$ cat config.mk
export PLATFORM = sky130hd
export DESIGN_NAME = motor_command_packet_framer_unit
export DESIGN_NICKNAME = d
export VERILOG_FILES = /design/src/hdl/mcpf_pkg.sv /design/src/hdl/motor_command_packet_framer_unit.sv /design/src/hdl/mcpf_ctrl.sv /design/src/hdl/mcpf_datapath.sv
export SDC_FILE = /design/constraint.sdc
export NUM_CORES = 1
export LEC_CHECK = 0
export ABC_AREA = 0
export BUFFER_PORTS_ARGS = -buffer_cell sky130_fd_sc_hd__buf_2
export CAP_MARGIN = 25
export CORE_UTILIZATION = 53
export CTS_CLUSTER_SIZE = 24
export DETAILED_ROUTE_END_ITERATION = 10
export GPL_TIMING_DRIVEN = 1
export PLACE_DENSITY = 0.8
export SLEW_MARGIN = 0
export SYNTH_ARGS = -nofsm -noshare
export SYNTH_HDL_FRONTEND = slang
export SYNTH_SLANG_ARGS = --single-unit
$ cat constraint.sdc
create_clock -name clk -period 4 [get_ports clk]
set_input_delay 0.4 -clock clk [delete_from_list [all_inputs] [get_ports clk]]
set_output_delay 0.4 -clock clk [all_outputs]
set_load 0.01 [all_outputs]
$ cat src/hdl/mcpf_pkg.sv
// Shared types, constants and helper functions for the motor command packet framer.
// Used by mcpf_ctrl, mcpf_datapath and motor_command_packet_framer_unit.
package mcpf_pkg;

    // request kinds
    localparam logic [1:0] FUNC_POS   = 2'd0;
    localparam logic [1:0] FUNC_SPEED = 2'd1;
    localparam logic [1:0] FUNC_START = 2'd2;
    localparam logic [1:0] FUNC_GET   = 2'd3;

    // command bytes
    localparam logic [7:0] CMD_MOVE  = 8'd36;
    localparam logic [7:0] CMD_GET   = 8'd35;
    localparam logic [7:0] CMD_START = 8'd32;

    // CRC-14, reflected, over 7-bit bytes
    localparam logic [13:0] CRC_INIT = 14'h3fff;
    localparam logic [13:0] CRC_POLY = 14'h22f0;

    // byte source select codes
    localparam logic [3:0] SEL_ADDR  = 4'd0;
    localparam logic [3:0] SEL_CMD   = 4'd1;
    localparam logic [3:0] SEL_LEN   = 4'd2;
    localparam logic [3:0] SEL_CHAN  = 4'd3;
    localparam logic [3:0] SEL_ZERO  = 4'd4;
    localparam logic [3:0] SEL_ONE   = 4'd5;
    localparam logic [3:0] SEL_TWO   = 4'd6;
    localparam logic [3:0] SEL_NUM1  = 4'd7;
    localparam logic [3:0] SEL_NUM2  = 4'd8;
    localparam logic [3:0] SEL_PARAM = 4'd9;
    localparam logic [3:0] SEL_CRCL  = 4'd10;
    localparam logic [3:0] SEL_CRCH  = 4'd11;

    typedef struct packed {
        logic       capture;
        logic       emit;
        logic       crc_en;
        logic       last;
        logic [3:0] sel;
        logic [2:0] idx;
    } cmd_t;

    typedef struct packed {
        logic [1:0] func;
        logic       send_limit;
        logic [2:0] n1;
        logic [2:0] n2;
        logic       space;
    } status_t;

    function automatic logic [13:0] crc7_update(input logic [13:0] crc_in,
                                                input logic [6:0]  data);
        logic [13:0] c;
        c = crc_in ^ {7'd0, data};
        for (int b = 0; b < 7; b++) begin
            c = c[0] ? ((c >> 1) ^ CRC_POLY) : (c >> 1);
        end
        return c;
    endfunction

endpackage

$ cat src/hdl/motor_command_packet_framer_unit.sv
// Motor command packet framer: one request in, 7 to 19 packet bytes out.
// Throughput: one byte per cycle from the sequencer while out_ready keeps the
// output register free; a new request is accepted only in the idle state,
// after the last byte of the current packet has been emitted.
// Reset (rst_n, async, active low) clears the sequencer and the output valid.
module motor_command_packet_framer_unit
(
    input  logic               clk,
    input  logic               rst_n,
    input  logic               in_valid,
    output logic               in_ready,
    input  logic [1:0]         func,
    input  logic [7:0]         device_address,
    input  logic [7:0]         channel_id,
    input  logic signed [29:0] target_value,
    input  logic signed [29:0] speed_limit,
    input  logic [7:0]         parameter_code,
    output logic               out_valid,
    input  logic               out_ready,
    output logic [7:0]         packet_byte,
    output logic               last_byte
);

    mcpf_pkg::cmd_t    cmd;
    mcpf_pkg::status_t status;

    mcpf_ctrl u_ctrl
    (
        .clk      (clk),
        .rst_n    (rst_n),
        .in_valid (in_valid),
        .in_ready (in_ready),
        .status   (status),
        .cmd      (cmd)
    );

    mcpf_datapath u_datapath
    (
        .clk            (clk),
        .rst_n          (rst_n),
        .cmd            (cmd),
        .status         (status),
        .func           (func),
        .device_address (device_address),
        .channel_id     (channel_id),
        .target_value   (target_value),
        .speed_limit    (speed_limit),
        .parameter_code (parameter_code),
        .out_valid      (out_valid),
        .out_ready      (out_ready),
        .packet_byte    (packet_byte),
        .last_byte      (last_byte)
    );

endmodule

$ cat src/hdl/mcpf_ctrl.sv
// Sequencer for the packet framer: walks the packet fields one byte at a time.
// Uses mcpf_pkg for the command and status structs and select codes.
module mcpf_ctrl
(
    input  logic              clk,
    input  logic              rst_n,
    input  logic              in_valid,
    output logic              in_ready,
    input  mcpf_pkg::status_t status,
    output mcpf_pkg::cmd_t    cmd
);

    localparam logic [3:0] ST_IDLE  = 4'd0;
    localparam logic [3:0] ST_ADDR  = 4'd1;
    localparam logic [3:0] ST_CMD   = 4'd2;
    localparam logic [3:0] ST_LEN   = 4'd3;
    localparam logic [3:0] ST_CHAN  = 4'd4;
    localparam logic [3:0] ST_ZERO  = 4'd5;
    localparam logic [3:0] ST_TAG1  = 4'd6;
    localparam logic [3:0] ST_NUM1  = 4'd7;
    localparam logic [3:0] ST_TAG2  = 4'd8;
    localparam logic [3:0] ST_NUM2  = 4'd9;
    localparam logic [3:0] ST_PARAM = 4'd10;
    localparam logic [3:0] ST_CRCL  = 4'd11;
    localparam logic [3:0] ST_CRCH  = 4'd12;

    logic [3:0] state_reg, state_next;
    logic [2:0] idx_reg, idx_next;
    logic       emit;

    assign in_ready = (state_reg == ST_IDLE);
    assign emit     = (state_reg != ST_IDLE) && status.space;

    always_comb
    begin
        state_next  = state_reg;
        idx_next    = idx_reg;
        cmd.capture = (state_reg == ST_IDLE) && in_valid;
        cmd.emit    = emit;
        cmd.crc_en  = 1'b1;
        cmd.last    = 1'b0;
        cmd.sel     = mcpf_pkg::SEL_ADDR;
        cmd.idx     = idx_reg;
        case (state_reg)
            ST_IDLE:
            begin
                if (in_valid)
                    state_next = ST_ADDR;
            end
            ST_ADDR:
            begin
                cmd.sel = mcpf_pkg::SEL_ADDR;
                if (emit)
                    state_next = ST_CMD;
            end
            ST_CMD:
            begin
                cmd.sel = mcpf_pkg::SEL_CMD;
                if (emit)
                    state_next = ST_LEN;
            end
            ST_LEN:
            begin
                cmd.sel = mcpf_pkg::SEL_LEN;
                if (emit)
                    state_next = ST_CHAN;
            end
            ST_CHAN:
            begin
                cmd.sel = mcpf_pkg::SEL_CHAN;
                if (emit)
                    state_next = ST_ZERO;
            end
            ST_ZERO:
            begin
                cmd.sel = mcpf_pkg::SEL_ZERO;
                if (emit)
                begin
                    case (status.func)
                        mcpf_pkg::FUNC_POS:   state_next = ST_TAG1;
                        mcpf_pkg::FUNC_SPEED: state_next = ST_TAG1;
                        mcpf_pkg::FUNC_START: state_next = ST_CRCL;
                        default:              state_next = ST_PARAM;
                    endcase
                end
            end
            ST_TAG1:
            begin
                cmd.sel = (status.func == mcpf_pkg::FUNC_POS) ? mcpf_pkg::SEL_ONE
                                                             : mcpf_pkg::SEL_TWO;
                if (emit)
                begin
                    state_next = ST_NUM1;
                    idx_next   = 3'd0;
                end
            end
            ST_NUM1:
            begin
                cmd.sel = mcpf_pkg::SEL_NUM1;
                if (emit)
                begin
                    if (idx_reg == status.n1 - 3'd1)
                    begin
                        idx_next = 3'd0;
                        if ((status.func == mcpf_pkg::FUNC_POS) && status.send_limit)
                            state_next = ST_TAG2;
                        else
                            state_next = ST_CRCL;
                    end
                    else
                        idx_next = idx_reg + 3'd1;
                end
            end
            ST_TAG2:
            begin
                cmd.sel = mcpf_pkg::SEL_TWO;
                if (emit)
                begin
                    state_next = ST_NUM2;
                    idx_next   = 3'd0;
                end
            end
            ST_NUM2:
            begin
                cmd.sel = mcpf_pkg::SEL_NUM2;
                if (emit)
                begin
                    if (idx_reg == status.n2 - 3'd1)
                    begin
                        idx_next   = 3'd0;
                        state_next = ST_CRCL;
                    end
                    else
                        idx_next = idx_reg + 3'd1;
                end
            end
            ST_PARAM:
            begin
                cmd.sel = mcpf_pkg::SEL_PARAM;
                if (emit)
                    state_next = ST_CRCL;
            end
            ST_CRCL:
            begin
                cmd.sel    = mcpf_pkg::SEL_CRCL;
                cmd.crc_en = 1'b0;
                if (emit)
                    state_next = ST_CRCH;
            end
            ST_CRCH:
            begin
                cmd.sel    = mcpf_pkg::SEL_CRCH;
                cmd.crc_en = 1'b0;
                cmd.last   = 1'b1;
                if (emit)
                    state_next = ST_IDLE;
            end
            default:
            begin
                state_next = ST_IDLE;
            end
        endcase
    end

    always_ff @(posedge clk or negedge rst_n)
    begin
        if (!rst_n)
        begin
            state_reg <= ST_IDLE;
            idx_reg   <= 3'd0;
        end
        else
        begin
            state_reg <= state_next;
            idx_reg   <= idx_next;
        end
    end

endmodule

$ cat src/hdl/mcpf_datapath.sv
// Datapath for the packet framer: request registers, number packing, byte mux,
// running CRC and the output register. Uses mcpf_pkg for structs and constants.
module mcpf_datapath
(
    input  logic                clk,
    input  logic                rst_n,
    input  mcpf_pkg::cmd_t      cmd,
    output mcpf_pkg::status_t   status,
    input  logic [1:0]          func,
    input  logic [7:0]          device_address,
    input  logic [7:0]          channel_id,
    input  logic signed [29:0]  target_value,
    input  logic signed [29:0]  speed_limit,
    input  logic [7:0]          parameter_code,
    output logic                out_valid,
    input  logic                out_ready,
    output logic [7:0]          packet_byte,
    output logic                last_byte
);

    logic [1:0]  func_reg;
    logic [7:0]  addr_reg;
    logic [7:0]  chan_reg;
    logic [7:0]  param_reg;
    logic        send_limit_reg;
    logic [30:0] v1_reg;
    logic [30:0] v2_reg;
    logic [13:0] crc_reg, crc_next;
    logic        out_valid_reg;
    logic [7:0]  byte_reg;
    logic        last_reg;

    logic [2:0]  n1, n2;
    logic [7:0]  dlen;
    logic [7:0]  byte_sel;
    logic [13:0] crc_out;

    // magnitude shifted left once, sign in bit 0
    function automatic logic [30:0] pack_word(input logic [29:0] r);
        logic [29:0] mag;
        mag = r[29] ? (~r + 30'd1) : r;
        return {mag, r[29]};
    endfunction

    function automatic logic [2:0] pack_count(input logic [30:0] v);
        logic [2:0] n;
        if (v[30:6] == 25'd0)
            n = 3'd1;
        else if (v[30:12] == 19'd0)
            n = 3'd2;
        else if (v[30:18] == 13'd0)
            n = 3'd3;
        else if (v[30:24] == 7'd0)
            n = 3'd4;
        else
            n = 3'd5;
        return n;
    endfunction

    // six bits per byte, bit 6 set while higher bits remain
    function automatic logic [7:0] pack_byte(input logic [30:0] v, input logic [2:0] i);
        logic [7:0] b;
        case (i)
            3'd0:    b = {1'b0, |v[30:6],  v[5:0]};
            3'd1:    b = {1'b0, |v[30:12], v[11:6]};
            3'd2:    b = {1'b0, |v[30:18], v[17:12]};
            3'd3:    b = {1'b0, |v[30:24], v[23:18]};
            default: b = {1'b0, v[30],     v[29:24]};
        endcase
        return b;
    endfunction

    assign n1 = pack_count(v1_reg);
    assign n2 = pack_count(v2_reg);

    always_comb
    begin
        case (func_reg)
            mcpf_pkg::FUNC_POS:
                dlen = send_limit_reg ? (8'd4 + {5'd0, n1} + {5'd0, n2})
                                      : (8'd3 + {5'd0, n1});
            mcpf_pkg::FUNC_SPEED: dlen = 8'd3 + {5'd0, n1};
            mcpf_pkg::FUNC_START: dlen = 8'd2;
            default:              dlen = 8'd3;
        endcase
    end

    assign crc_out = crc_reg ^ mcpf_pkg::CRC_INIT;

    always_comb
    begin
        case (cmd.sel)
            mcpf_pkg::SEL_ADDR:  byte_sel = addr_reg;
            mcpf_pkg::SEL_CMD:
            begin
                case (func_reg)
                    mcpf_pkg::FUNC_START: byte_sel = mcpf_pkg::CMD_START;
                    mcpf_pkg::FUNC_GET:   byte_sel = mcpf_pkg::CMD_GET;
                    default:              byte_sel = mcpf_pkg::CMD_MOVE;
                endcase
            end
            mcpf_pkg::SEL_LEN:   byte_sel = dlen;
            mcpf_pkg::SEL_CHAN:  byte_sel = chan_reg;
            mcpf_pkg::SEL_ZERO:  byte_sel = 8'd0;
            mcpf_pkg::SEL_ONE:   byte_sel = 8'd1;
            mcpf_pkg::SEL_TWO:   byte_sel = 8'd2;
            mcpf_pkg::SEL_NUM1:  byte_sel = pack_byte(v1_reg, cmd.idx);
            mcpf_pkg::SEL_NUM2:  byte_sel = pack_byte(v2_reg, cmd.idx);
            mcpf_pkg::SEL_PARAM: byte_sel = param_reg;
            mcpf_pkg::SEL_CRCL:  byte_sel = {1'b0, crc_out[6:0]};
            mcpf_pkg::SEL_CRCH:  byte_sel = {1'b0, crc_out[13:7]};
            default:             byte_sel = 8'd0;
        endcase
    end

    always_comb
    begin
        crc_next = crc_reg;
        if (cmd.capture)
            crc_next = mcpf_pkg::CRC_INIT;
        else if (cmd.emit && cmd.crc_en)
            crc_next = mcpf_pkg::crc7_update(crc_reg, byte_sel[6:0]);
    end

    always_ff @(posedge clk)
    begin
        crc_reg <= crc_next;
        if (cmd.capture)
        begin
            func_reg       <= func;
            addr_reg       <= device_address;
            chan_reg       <= channel_id;
            param_reg      <= parameter_code;
            send_limit_reg <= ~speed_limit[29];
            v1_reg         <= pack_word(target_value);
            v2_reg         <= pack_word(speed_limit);
        end
        if (cmd.emit)
        begin
            byte_reg <= byte_sel;
            last_reg <= cmd.last;
        end
    end

    always_ff @(posedge clk or negedge rst_n)
    begin
        if (!rst_n)
            out_valid_reg <= 1'b0;
        else if (cmd.emit)
            out_valid_reg <= 1'b1;
        else if (out_ready)
            out_valid_reg <= 1'b0;
    end

    assign status.func       = func_reg;
    assign status.send_limit = send_limit_reg;
    assign status.n1         = n1;
    assign status.n2         = n2;
    assign status.space      = ~out_valid_reg | out_ready;

    assign out_valid   = out_valid_reg;
    assign packet_byte = byte_reg;
    assign last_byte   = last_reg;

endmodule

### Word-level counts from Yosys, hierarchy flattened

Index checks and enable logic that the tools add are counted.

* latch bits: 0
* ROM bits: 0
* memories: 0
* word-level logic and storage cells: 168
* bits in writable memories: 0
* input port bits: 90
* output and inout port bits: 11
* bits in registers: 120

* bitwise operators: 14
* divide/modulo/power cells: 0
* reduce and logical (&&, ||, !) cells: 32
* $lt $le $gt $ge: 0
* shift-type cells: 0
* mux-type cells: 53
* add/sub/neg operators: 8
* multipliers: 0
* equal/unequal tests: 46

Operators with widths (count)
* $mux 14: 7
* $pmux 8 s11: 1
* $add 30x1->30 const B: 2
* $mux 4: 15
* $not 30->30: 2
* $mux 29: 2
* $pmux 7 s4: 2
* $pmux 4 s13: 1
* $logic_not 25->1: 2
* $reduce_or 25->1: 2
* $pmux 4 s11: 1
* $not 5->6: 7
* $logic_not 19->1: 2
* $reduce_or 19->1: 2
* $eq 4x4->1 const B: 9
* $mux 3: 11
* $ne 2x1->1 const B: 15
* $eq 4x3->1 const B: 7
* $logic_not 13->1: 2
* $reduce_or 13->1: 2
* $pmux 8 s3: 1
* $eq 4x2->1 const B: 4
* $reduce_and 15->1: 1
* $logic_not 7->1: 2
* 32 further kinds: 51

### Depth between registers and ports, before layout

Gate-level depths: netlist (run 1).

* depth in word-level cells: 25
* mapped depth: 16

### Cells and area by module

From an unflattened synthesis (run 1), not the netlist that was laid out.

* cell total of the unflattened synthesis: 672
* area total of the unflattened synthesis: 7384.6 um2

By module, submodules not included
* mcpf_datapath: area each 6542.5 um2, seq. area each 3248.1 um2, instances 1, cells an instance 573
* mcpf_ctrl: area each 842.1 um2, seq. area each 175.2 um2, instances 1, cells an instance 99

### Worst setup path after synthesis (run 1)

No wires, ideal clock.

* path type: register to register
* start point: reg u_ctrl.state_reg[0]
* end point: reg u_datapath.addr_reg[0] (enable)
* stages on the path, launching flop included: 8
* path slack: -0.289 ns
* arrival time: 3.327 ns
* setup time: 0.962 ns
* buffers on the path: 4
* period minus slack after synthesis: 4.289 ns
* cell sequence: dfrtp_1 -> buf_2 -> buf_2 -> buf_1 -> nor4_1 -> nand2_1 -> clkbuf_1 -> clkinv_1

RTL lines
* from (decl): RTL line mcpf_ctrl.sv:27 `logic [3:0] state_reg, state_next;`
* from (signal assigned): RTL line mcpf_ctrl.sv:174 `state_reg <= state_next;`
* to (signal assigned): RTL line mcpf_datapath.sv:131 `addr_reg <= device_address;`
* to (decl): RTL line mcpf_datapath.sv:22 `logic [7:0] addr_reg;`

### Worst setup path after layout (run 1)

* start point: reg u_datapath.v2_reg[17]
* end point: reg u_datapath.crc_reg[9]

* cells in the longest elaborated chain, start to end: 17
* elaborated cells on any way between the ends: 22

Ends and longest elaborated chain
* from (decl): RTL line mcpf_datapath.sv:27 `logic [30:0] v2_reg;`
* from (signal assigned): RTL line mcpf_datapath.sv:136 `v2_reg <= pack_word(speed_limit);`
* $logic_not 19->1: RTL line mcpf_datapath.sv:49 `else if (v[30:12] == 19'd0)`
* $mux 3: RTL line mcpf_datapath.sv:49
* $mux 3: RTL line mcpf_datapath.sv:47 `if (v[30:6] == 25'd0)`
* $add 8x3->8: RTL line mcpf_datapath.sv:80 `dlen = send_limit_reg ? (8'd4 + {5'd0, n1} + {5'd0, n2})`
* $mux 8: RTL line mcpf_datapath.sv:80
* $pmux 8 s3: RTL line mcpf_datapath.sv:78 `case (func_reg)`
* $pmux 8 s11 (*): RTL line mcpf_datapath.sv:92 `case (cmd.sel)`
* $xor 14x7->14 (*): RTL line mcpf_pkg.sv:54 `c = crc_in ^ {7'd0, data};`
* $not 5->6 (no line)
* $mux 14 (*): RTL line mcpf_pkg.sv:56 `c = c[0] ? ((c >> 1) ^ CRC_POLY) : (c >> 1);`
* $not 5->6 (no line)
* $mux 14 (*) (6 in a row): RTL line mcpf_pkg.sv:56
* to (signal assigned): RTL line mcpf_datapath.sv:127 `crc_reg <= crc_next;`
* to (decl): RTL line mcpf_datapath.sv:28 `logic [13:0] crc_reg, crc_next;`

Mark *: on every way between the ends. The rest lies on a longest branch, timed or not.
A chain may end at the register's enable or synchronous reset.

==> results of run 1 <==
==> path summary, 6_finish.rpt <==
path | end | slack (ps) | startpoint | cells past startpoint
worst max-delay path | u_datapath.crc_reg[9] | 210 | u_datapath.v2_reg[17] | 13
worst min-delay path | u_datapath.addr_reg[5] | 150 | device_address[5] | 1
worst max register to register | u_datapath.crc_reg[9] | 210 | u_datapath.v2_reg[17] | 13
worst min register to register | u_datapath.crc_reg[0] | 510 | u_datapath.crc_reg[0] | 2
max in group asynchronous | u_ctrl.idx_reg[0] | 3440 | rst_n | 2
min in group asynchronous | u_ctrl.state_reg[0] | 370 | rst_n | 2
==> cell type report <==
type | count | area share, %
Inverter | 31 | 1.341
Tap cell | 176 | 2.510
Sequential cell | 120 | 39.02
Timing Repair Buffer | 139 | 9.213
Clock buffer | 19 | 4.934
Clock inverter | 12 | 1.797
Multi-Input combinational cell | 498 | 41.19
==> kinds of logic after synthesis <==
logic type,Yosys count,synth area share (%)
and+or+nand+nor,214,15.74
AOI/OAI and AO/OA,174,17.30
DFF,120,47.53
xor gates and xnor gates,92,12.73
buffers and inverters,61,3.596
adders and majority gates,14,2.537
muxes,4,0.5560
==> metrics by stage <==
step	instances	setup slack (ps)	power, W	cell area, sq um
3_5_place_dp	956	60.27	0.005886	8026
4_1_cts	988	38.68	0.007439	8627
6_report	995	206.4	0.007533	8773
5_1_grt	995	-10.40	0.007952	8773
2_1_floorplan	679	271.3	0.004849	7203
3_3_place_gp	955	115.1	0.005765	8006
==> power by group through the flow <==
stage                     logic [W]  clock network (W)  registers (W)
final                       0.00403            0.00154        0.00196
after global routing        0.00437            0.00160        0.00199
after CTS                   0.00394            0.00155        0.00194
after detailed placement    0.00392                  0        0.00196
after global placement      0.00381                  0        0.00196
after floorplan             0.00299                  0        0.00186
==> cells in the final DEF, fill, tap and decap left out, drive strengths merged, types with 13 or more instances in the layout <==
master	instances
buf	138
edfxtp	98
xnor2	79
nand2	56
nor2	52
o21ai	34
a21oi	31
inv	28
clkbuf	19
o31ai	18
dfxtp	14
nor3	14
nor4	14
ha	13
==> layer usage <==
layer	part of all wire [%]	routed length (um)	global-route usage [%]	up-vias
li1	-	-	-	2841
met4	2.9	532	12.03	0
met2	50	9326	46.75	292
met3	6.5	1209	6.322	50
met5	0	0	0	-
met1	40	7471	32.17	2867
==> critical path, delay by kind of cell, from the launching register on <==
kind / cells / cell delay (ps)
and+or+nand+nor: 4 / 960
adders and majority gates: 2 / 620
DFF: 1 / 440
buffers and inverters: 1 / 200
xor gates and xnor gates: 3 / 930
AOI/OAI and AO/OA: 3 / 580
==> what timing repair did <==
item,CTS,global route
setup buffers,0,7
setup endpoints to repair,0,11
endpoints found under the hold margin,8,0
gates resized for setup,0,16
hold buffers,1,0
==> run summary, run 1 <==
Synth cell types: 79
Initial Util: 54.38%
Required @ worst endpoint: 4360 ps
ordered list of cells on the worst path: nor4_4 -> a31oi_1 -> nand3b_1 -> ha_2 -> fa_1 -> xnor2_1 -> o2bb2ai_1 -> a2111oi_2 -> buf_4 -> xnor2_1 -> xnor3_2 -> or3_1 -> nand3_1
combined area of all synthesized cells: 0.007202 sq mm
number of clock sinks: 120
power share of the clock group: 20.4%
number of violations reported at the end of detailed-routing iteration 0: 639
leakage power total: 3.257 nW
number of placed I/O pins: 101
final worst clock skew: 8.012 ps
sequential share of the synthesized area: 47.53%
Mapped Avg Cell Area: 10.61 sq um
cells taking the most area after synthesis: sky130_fd_sc_hd__edfxtp_1 41%, sky130_fd_sc_hd__xnor2_1 9.4%, sky130_fd_sc_hd__dfxtp_1 3.9%, sky130_fd_sc_hd__nand2_1 2.9%, sky130_fd_sc_hd__dfrtp_1 2.8%
most used cell, CP: sky130_fd_sc_hd__xnor2_1
Achievable Freq: 0.2636 GHz
fill cell total of the finished layout: 1026
multi-input combinational cell area: 0.003613 sq mm
total overflow reported by the global router: 0
count of mapped cells out of synthesis: 679
portion of total power attributed to combinational logic: 53.6%
number of synthesized register bits: 120
post-detailed-route count of antenna-violating nets: 0
total of buffers placed on input and output ports: 100
total number of placement rows: 42
net switching component of the power: 0.002816 W
final count of negative-setup-slack endpoints: 0
Die Ht: 118.6 um
Sum Neg Setup Slack: 0 ps
Via Count: 6050
Routability Congestion: 0.9415
library cell with the largest summed area after synthesis: sky130_fd_sc_hd__edfxtp_1
overall die area: 0.01406 sq mm
global-route usage over all layers: 27.13%
Final Hold Violating Endpoints: 0
count of pins over their slew limit: 0
initial antenna violation count: 0
Worst-Margin Slew: 849.4 ps
placeable core region: 0.01324 sq mm
overall routed net length: 18.54 mm
TritonRoute pass-1 iters: 6
horizontal die dimension: 118.6 um
P per Cell Area: 858.6 mW/mm^2
number of remaining DRC errors: 0
worst path arrival time: 4150 ps
FF/Latch Area: 0.003423 sq mm
fraction of registers with async set or reset after synthesis: 6.667%
number of global-route vias before repair: 6003
Net count, final: 911
average routed wire per standard cell: 18.63 um
Worst Setup End Kind: flip-flop
Max Fanout on Critical Path: 5
cell at the root of the clock tree: sky130_fd_sc_hd__clkbuf_16
average vias per placed instance: 6.080
clock slew seen by the registers of the worst setup and hold paths: 50 ps
type of the worst min-delay path: primary input to flip-flop
Max-Cap Viols: 0
area added between synthesis and finish: 21.82%
first-pass GRT wire length: 29.63 mm
design internal power: 0.004717 W
fin crit period: 3794 ps
Final period util: 94.84%
dominant register cell in the synthesized netlist: sky130_fd_sc_hd__edfxtp_1
count of warnings emitted by yosys: 0
CP max stage cell: sky130_fd_sc_hd__xnor3_2
half-perimeter wire length after placement: 13.90 mm
layout cell share with drive strength beyond 1: 23.69%
WS Path Type: flip-flop to flip-flop
antenna cell count: 0
pin count of the biggest net entering global routing: 50
Rel. slew slack: 43.37%
final core utilization: 66.25%
CTS tree: built
total nets after synthesis: 783
worst skew pair latency: 420 ps
Worst setup SP type: flip-flop
ranking of synthesized cells by instance count: 98 x sky130_fd_sc_hd__edfxtp_1, 77 x sky130_fd_sc_hd__xnor2_1, 56 x sky130_fd_sc_hd__nand2_1, 51 x sky130_fd_sc_hd__nor2_1
status: finished clean
worst hold slack after final layout: 151.8 ps
count leader, synth: sky130_fd_sc_hd__edfxtp_1
share of the synthesized area in the top cell type: 40.86%
number of CTS-inserted buffers: 17
delay of the slowest critical-path stage: 540 ps
CTS HTree Levels: 4
portion of total power attributed to sequential cells: 26.0%
switching fraction of total power: 37.39%
count of flip-flops with a built-in enable after synthesis: 98
Max IR drop VDD: 0.4929 mV
maximum clock path buffer count: 2
(Power assumes the default switching activity.)
==> run 2, diff against run 1 <==
--- a/config.mk
+++ b/config.mk
@@ -12,8 +12,9 @@
 export CTS_CLUSTER_SIZE = 24
 export DETAILED_ROUTE_END_ITERATION = 10
 export GPL_TIMING_DRIVEN = 1
-export PLACE_DENSITY = 0.8
+export PLACE_DENSITY = 0.79
 export SLEW_MARGIN = 0
 export SYNTH_ARGS = -nofsm -noshare
 export SYNTH_HDL_FRONTEND = slang
+export SYNTH_HIERARCHICAL = 1
 export SYNTH_SLANG_ARGS = --single-unit
==> run 2 against run 1 <==
  * The run now ends with setup timing left
  * Die area is 2.5% higher
  * First-iteration DRC count is 19% lower
  * Worst setup slack worse by 250 ps
  * Sequential power increased by 4%
  * Combinational power up 44%
  * Area after synthesis grew 2.5%
  * Power increased by 23%
  * Sequential share of layout area down 1.2 points
  * Count of clock-buffer cells in the layout stayed put
  * Critical path type unchanged
  * Highest routed layer unchanged
==> run summary, run 2 <==
Die Ht: 120.0 um
total number of placement rows: 42
most used cells in the layout excluding fill and tap cells: 100 x sky130_fd_sc_hd__buf_2, 98 x sky130_fd_sc_hd__edfxtp_1, 64 x sky130_fd_sc_hd__xnor2_1
fill cell total of the finished layout: 951
fin crit period: 4043 ps
setup slack after layout: -43.28 ps
Worst-Margin Slew: 922.8 ps
pin count of the biggest net entering global routing: 61
number of violations reported at the end of detailed-routing iteration 0: 516
sequential share of the synthesized area: 46.36%
cells taking the most area after synthesis: sky130_fd_sc_hd__edfxtp_1 40%, sky130_fd_sc_hd__xnor2_1 8.2%, sky130_fd_sc_hd__dfxtp_1 3.8%, sky130_fd_sc_hd__nand2_1 2.9%, sky130_fd_sc_hd__mux4_2 2.7%
Routability Congestion: 0.8828
layout cell share with drive strength beyond 1: 27.59%
final worst clock skew: 8.684 ps
Achievable Freq: 0.2473 GHz
Initial Util: 55.11%
worst skew pair latency: 420 ps
Synth cell types: 84
total overflow reported by the global router: 0
area added between synthesis and finish: 22.52%
average routed wire per standard cell: 17.67 um
maximum clock path buffer count: 2
final count of negative-setup-slack endpoints: 2
ranking of synthesized cells by instance count: 98 x sky130_fd_sc_hd__edfxtp_1, 69 x sky130_fd_sc_hd__xnor2_1, 58 x sky130_fd_sc_hd__nand2_1, 34 x sky130_fd_sc_hd__o21ai_0, 33 x sky130_fd_sc_hd__nor2_1
post-detailed-route count of antenna-violating nets: 0
first-pass GRT wire length: 27.34 mm
Worst setup SP type: flip-flop
Mapped Avg Cell Area: 10.99 sq um
total of buffers placed on input and output ports: 100
cell at the root of the clock tree: sky130_fd_sc_hd__clkbuf_16
library cell with the largest summed area after synthesis: sky130_fd_sc_hd__edfxtp_1
count of flip-flops with a built-in enable after synthesis: 98
Worst Setup End Kind: flip-flop
initial antenna violation count: 0
Net count, final: 908
Final Hold Violating Endpoints: 0
CTS HTree Levels: 4
Max-Cap Viols: 0
count leader, synth: sky130_fd_sc_hd__edfxtp_1
placeable core region: 0.01340 sq mm
violated checks: setup timing
overall routed net length: 17.58 mm
multi-input combinational cell area: 0.003836 sq mm
Required @ worst endpoint: 4270 ps
most frequent standard cell in the layout excluding fill and tap cells: sky130_fd_sc_hd__buf_2
Max Fanout on Critical Path: 2
half-perimeter wire length after placement: 12.92 mm
share of the synthesized area in the top cell type: 39.85%
clock slew seen by the registers of the worst setup and hold paths: 60 ps
fraction of registers with async set or reset after synthesis: 6.667%
Via Count: 5877
P per Cell Area: 1026 mW/mm^2
Sum Neg Setup Slack: -66.53 ps
average vias per placed instance: 5.907
final core utilization: 67.52%
type of the worst min-delay path: primary input to flip-flop
number of synthesized register bits: 120
number of clock sinks: 120
status: finished, violations left
total nets after synthesis: 774
number of remaining DRC errors: 0
number of CTS-inserted buffers: 17
setup repair after global routing missed its margin: yes
TritonRoute pass-1 iters: 5
leakage power total: 3.437 nW
combined area of all synthesized cells: 0.007385 sq mm
overall die area: 0.01441 sq mm
count of warnings emitted by yosys: 6
count of mapped cells out of synthesis: 672
global-route usage over all layers: 24.57%
Rel. slew slack: 37.83%
CTS tree: built
worst path arrival time: 4320 ps
dominant register cell in the synthesized netlist: sky130_fd_sc_hd__edfxtp_1
antenna cell count: 0
number of global-route vias before repair: 5527
horizontal die dimension: 120.0 um
Final period util: 101.1%
WS Path Type: flip-flop to flip-flop
number of placed I/O pins: 101
pre-CTS setup slack: -84.13 ps
count of pins over their slew limit: 0
FF/Latch Area: 0.003425 sq mm
Max IR drop VDD: 0.8664 mV
run 2: final timing paths:
kind                                   startpoint                endpoint  slack, ps  depth (start not counted)
setup / recovery            u_datapath/v2_reg[10]   u_datapath/crc_reg[2]        -40                         17
min in group asynchronous                   rst_n       u_ctrl/idx_reg[0]        370                          2
hold reg to reg            u_datapath/crc_reg[13]  u_datapath/crc_reg[13]        520                          2
max in group asynchronous                   rst_n     u_ctrl/state_reg[3]       3430                          2
hold / removal                      channel_id[7]  u_datapath/chan_reg[7]        160                          1
setup reg to reg            u_datapath/v2_reg[10]   u_datapath/crc_reg[2]        -40                         17
run 2: report_power, final:
part	total [W]	internal, W	switching [W]
logic	0.00581	0.00313	0.00268
registers	0.00203	0.00176	0.000273
clock network	0.00144	0.000908	0.000534
run 2: per-layer routing:
layer / GRT usage, % / up-vias / wire length, um
li1: - / 2807 / -
met1: 30.54 / 2814 / 7522
met2: 42.10 / 227 / 8823
met3: 4.040 / 29 / 855
met4: 10.55 / 0 / 380
met5: 0 / - / 0
run 2: repair_timing:
item | in CTS | in global routing
gates cloned | 0 | 0
endpoints found under the hold margin | 8 | 0
hold buffers | 1 | 0
pin swaps | 0 | 14
resized for setup | 3 | 27
buffers inserted | 0 | 7
setup endpoints to repair | 2 | 7
run 2: cells by family (layout without fill, tap and decap cells):
family	count (synthesis)	in the layout	synth area share (%)
simple gates	209	209	15.13
compound gates	155	155	15.60
flops	120	120	46.36
xor+xnor	93	93	12.98
buf+inv	66	213	3.880
mux	17	17	3.914
fa+ha+maj	12	12	2.135
run 2: area by class of cell:
| cell class | instances | share of cell area [%] |
|---|---|---|
| clock buffers | 19 | 4.785 |
| well taps | 176 | 2.434 |
| inverters | 34 | 1.411 |
| clock inverters | 13 | 1.438 |
| multi-input cells | 486 | 42.40 |
| flip-flops and latches | 120 | 37.85 |
| repair buffers | 147 | 9.681 |
run 2: metrics by stage:
step | total power (W) | std cells | hold WS, ps | instance area, sq um
2_1_floorplan | 0.005827 | 672 | 104.4 | 7385
3_3_place_gp | 0.007165 | 955 | 248.6 | 8264
3_5_place_dp | 0.007295 | 955 | 255.9 | 8264
4_1_cts | 0.008778 | 988 | 141.1 | 8852
5_1_grt | 0.009801 | 995 | 141.0 | 9047
6_report | 0.009283 | 995 | 158.7 | 9047
run 2: worst max-delay path: stages, from the launching register on:
cell	delay, ps
sky130_fd_sc_hd__edfxtp_1	390
sky130_fd_sc_hd__or4_4	580
sky130_fd_sc_hd__nor3_4	230
sky130_fd_sc_hd__a31oi_2	130
sky130_fd_sc_hd__ha_1	350
sky130_fd_sc_hd__ha_4	150
sky130_fd_sc_hd__inv_2	30
sky130_fd_sc_hd__fa_2	360
sky130_fd_sc_hd__xnor2_2	170
sky130_fd_sc_hd__nand2_1	70
sky130_fd_sc_hd__o211ai_1	100
sky130_fd_sc_hd__o211a_1	230
sky130_fd_sc_hd__xnor2_2	160
sky130_fd_sc_hd__xor3_2	400
sky130_fd_sc_hd__buf_6	140
sky130_fd_sc_hd__xor2_1	160
sky130_fd_sc_hd__xnor2_1	130
sky130_fd_sc_hd__o211ai_1	100
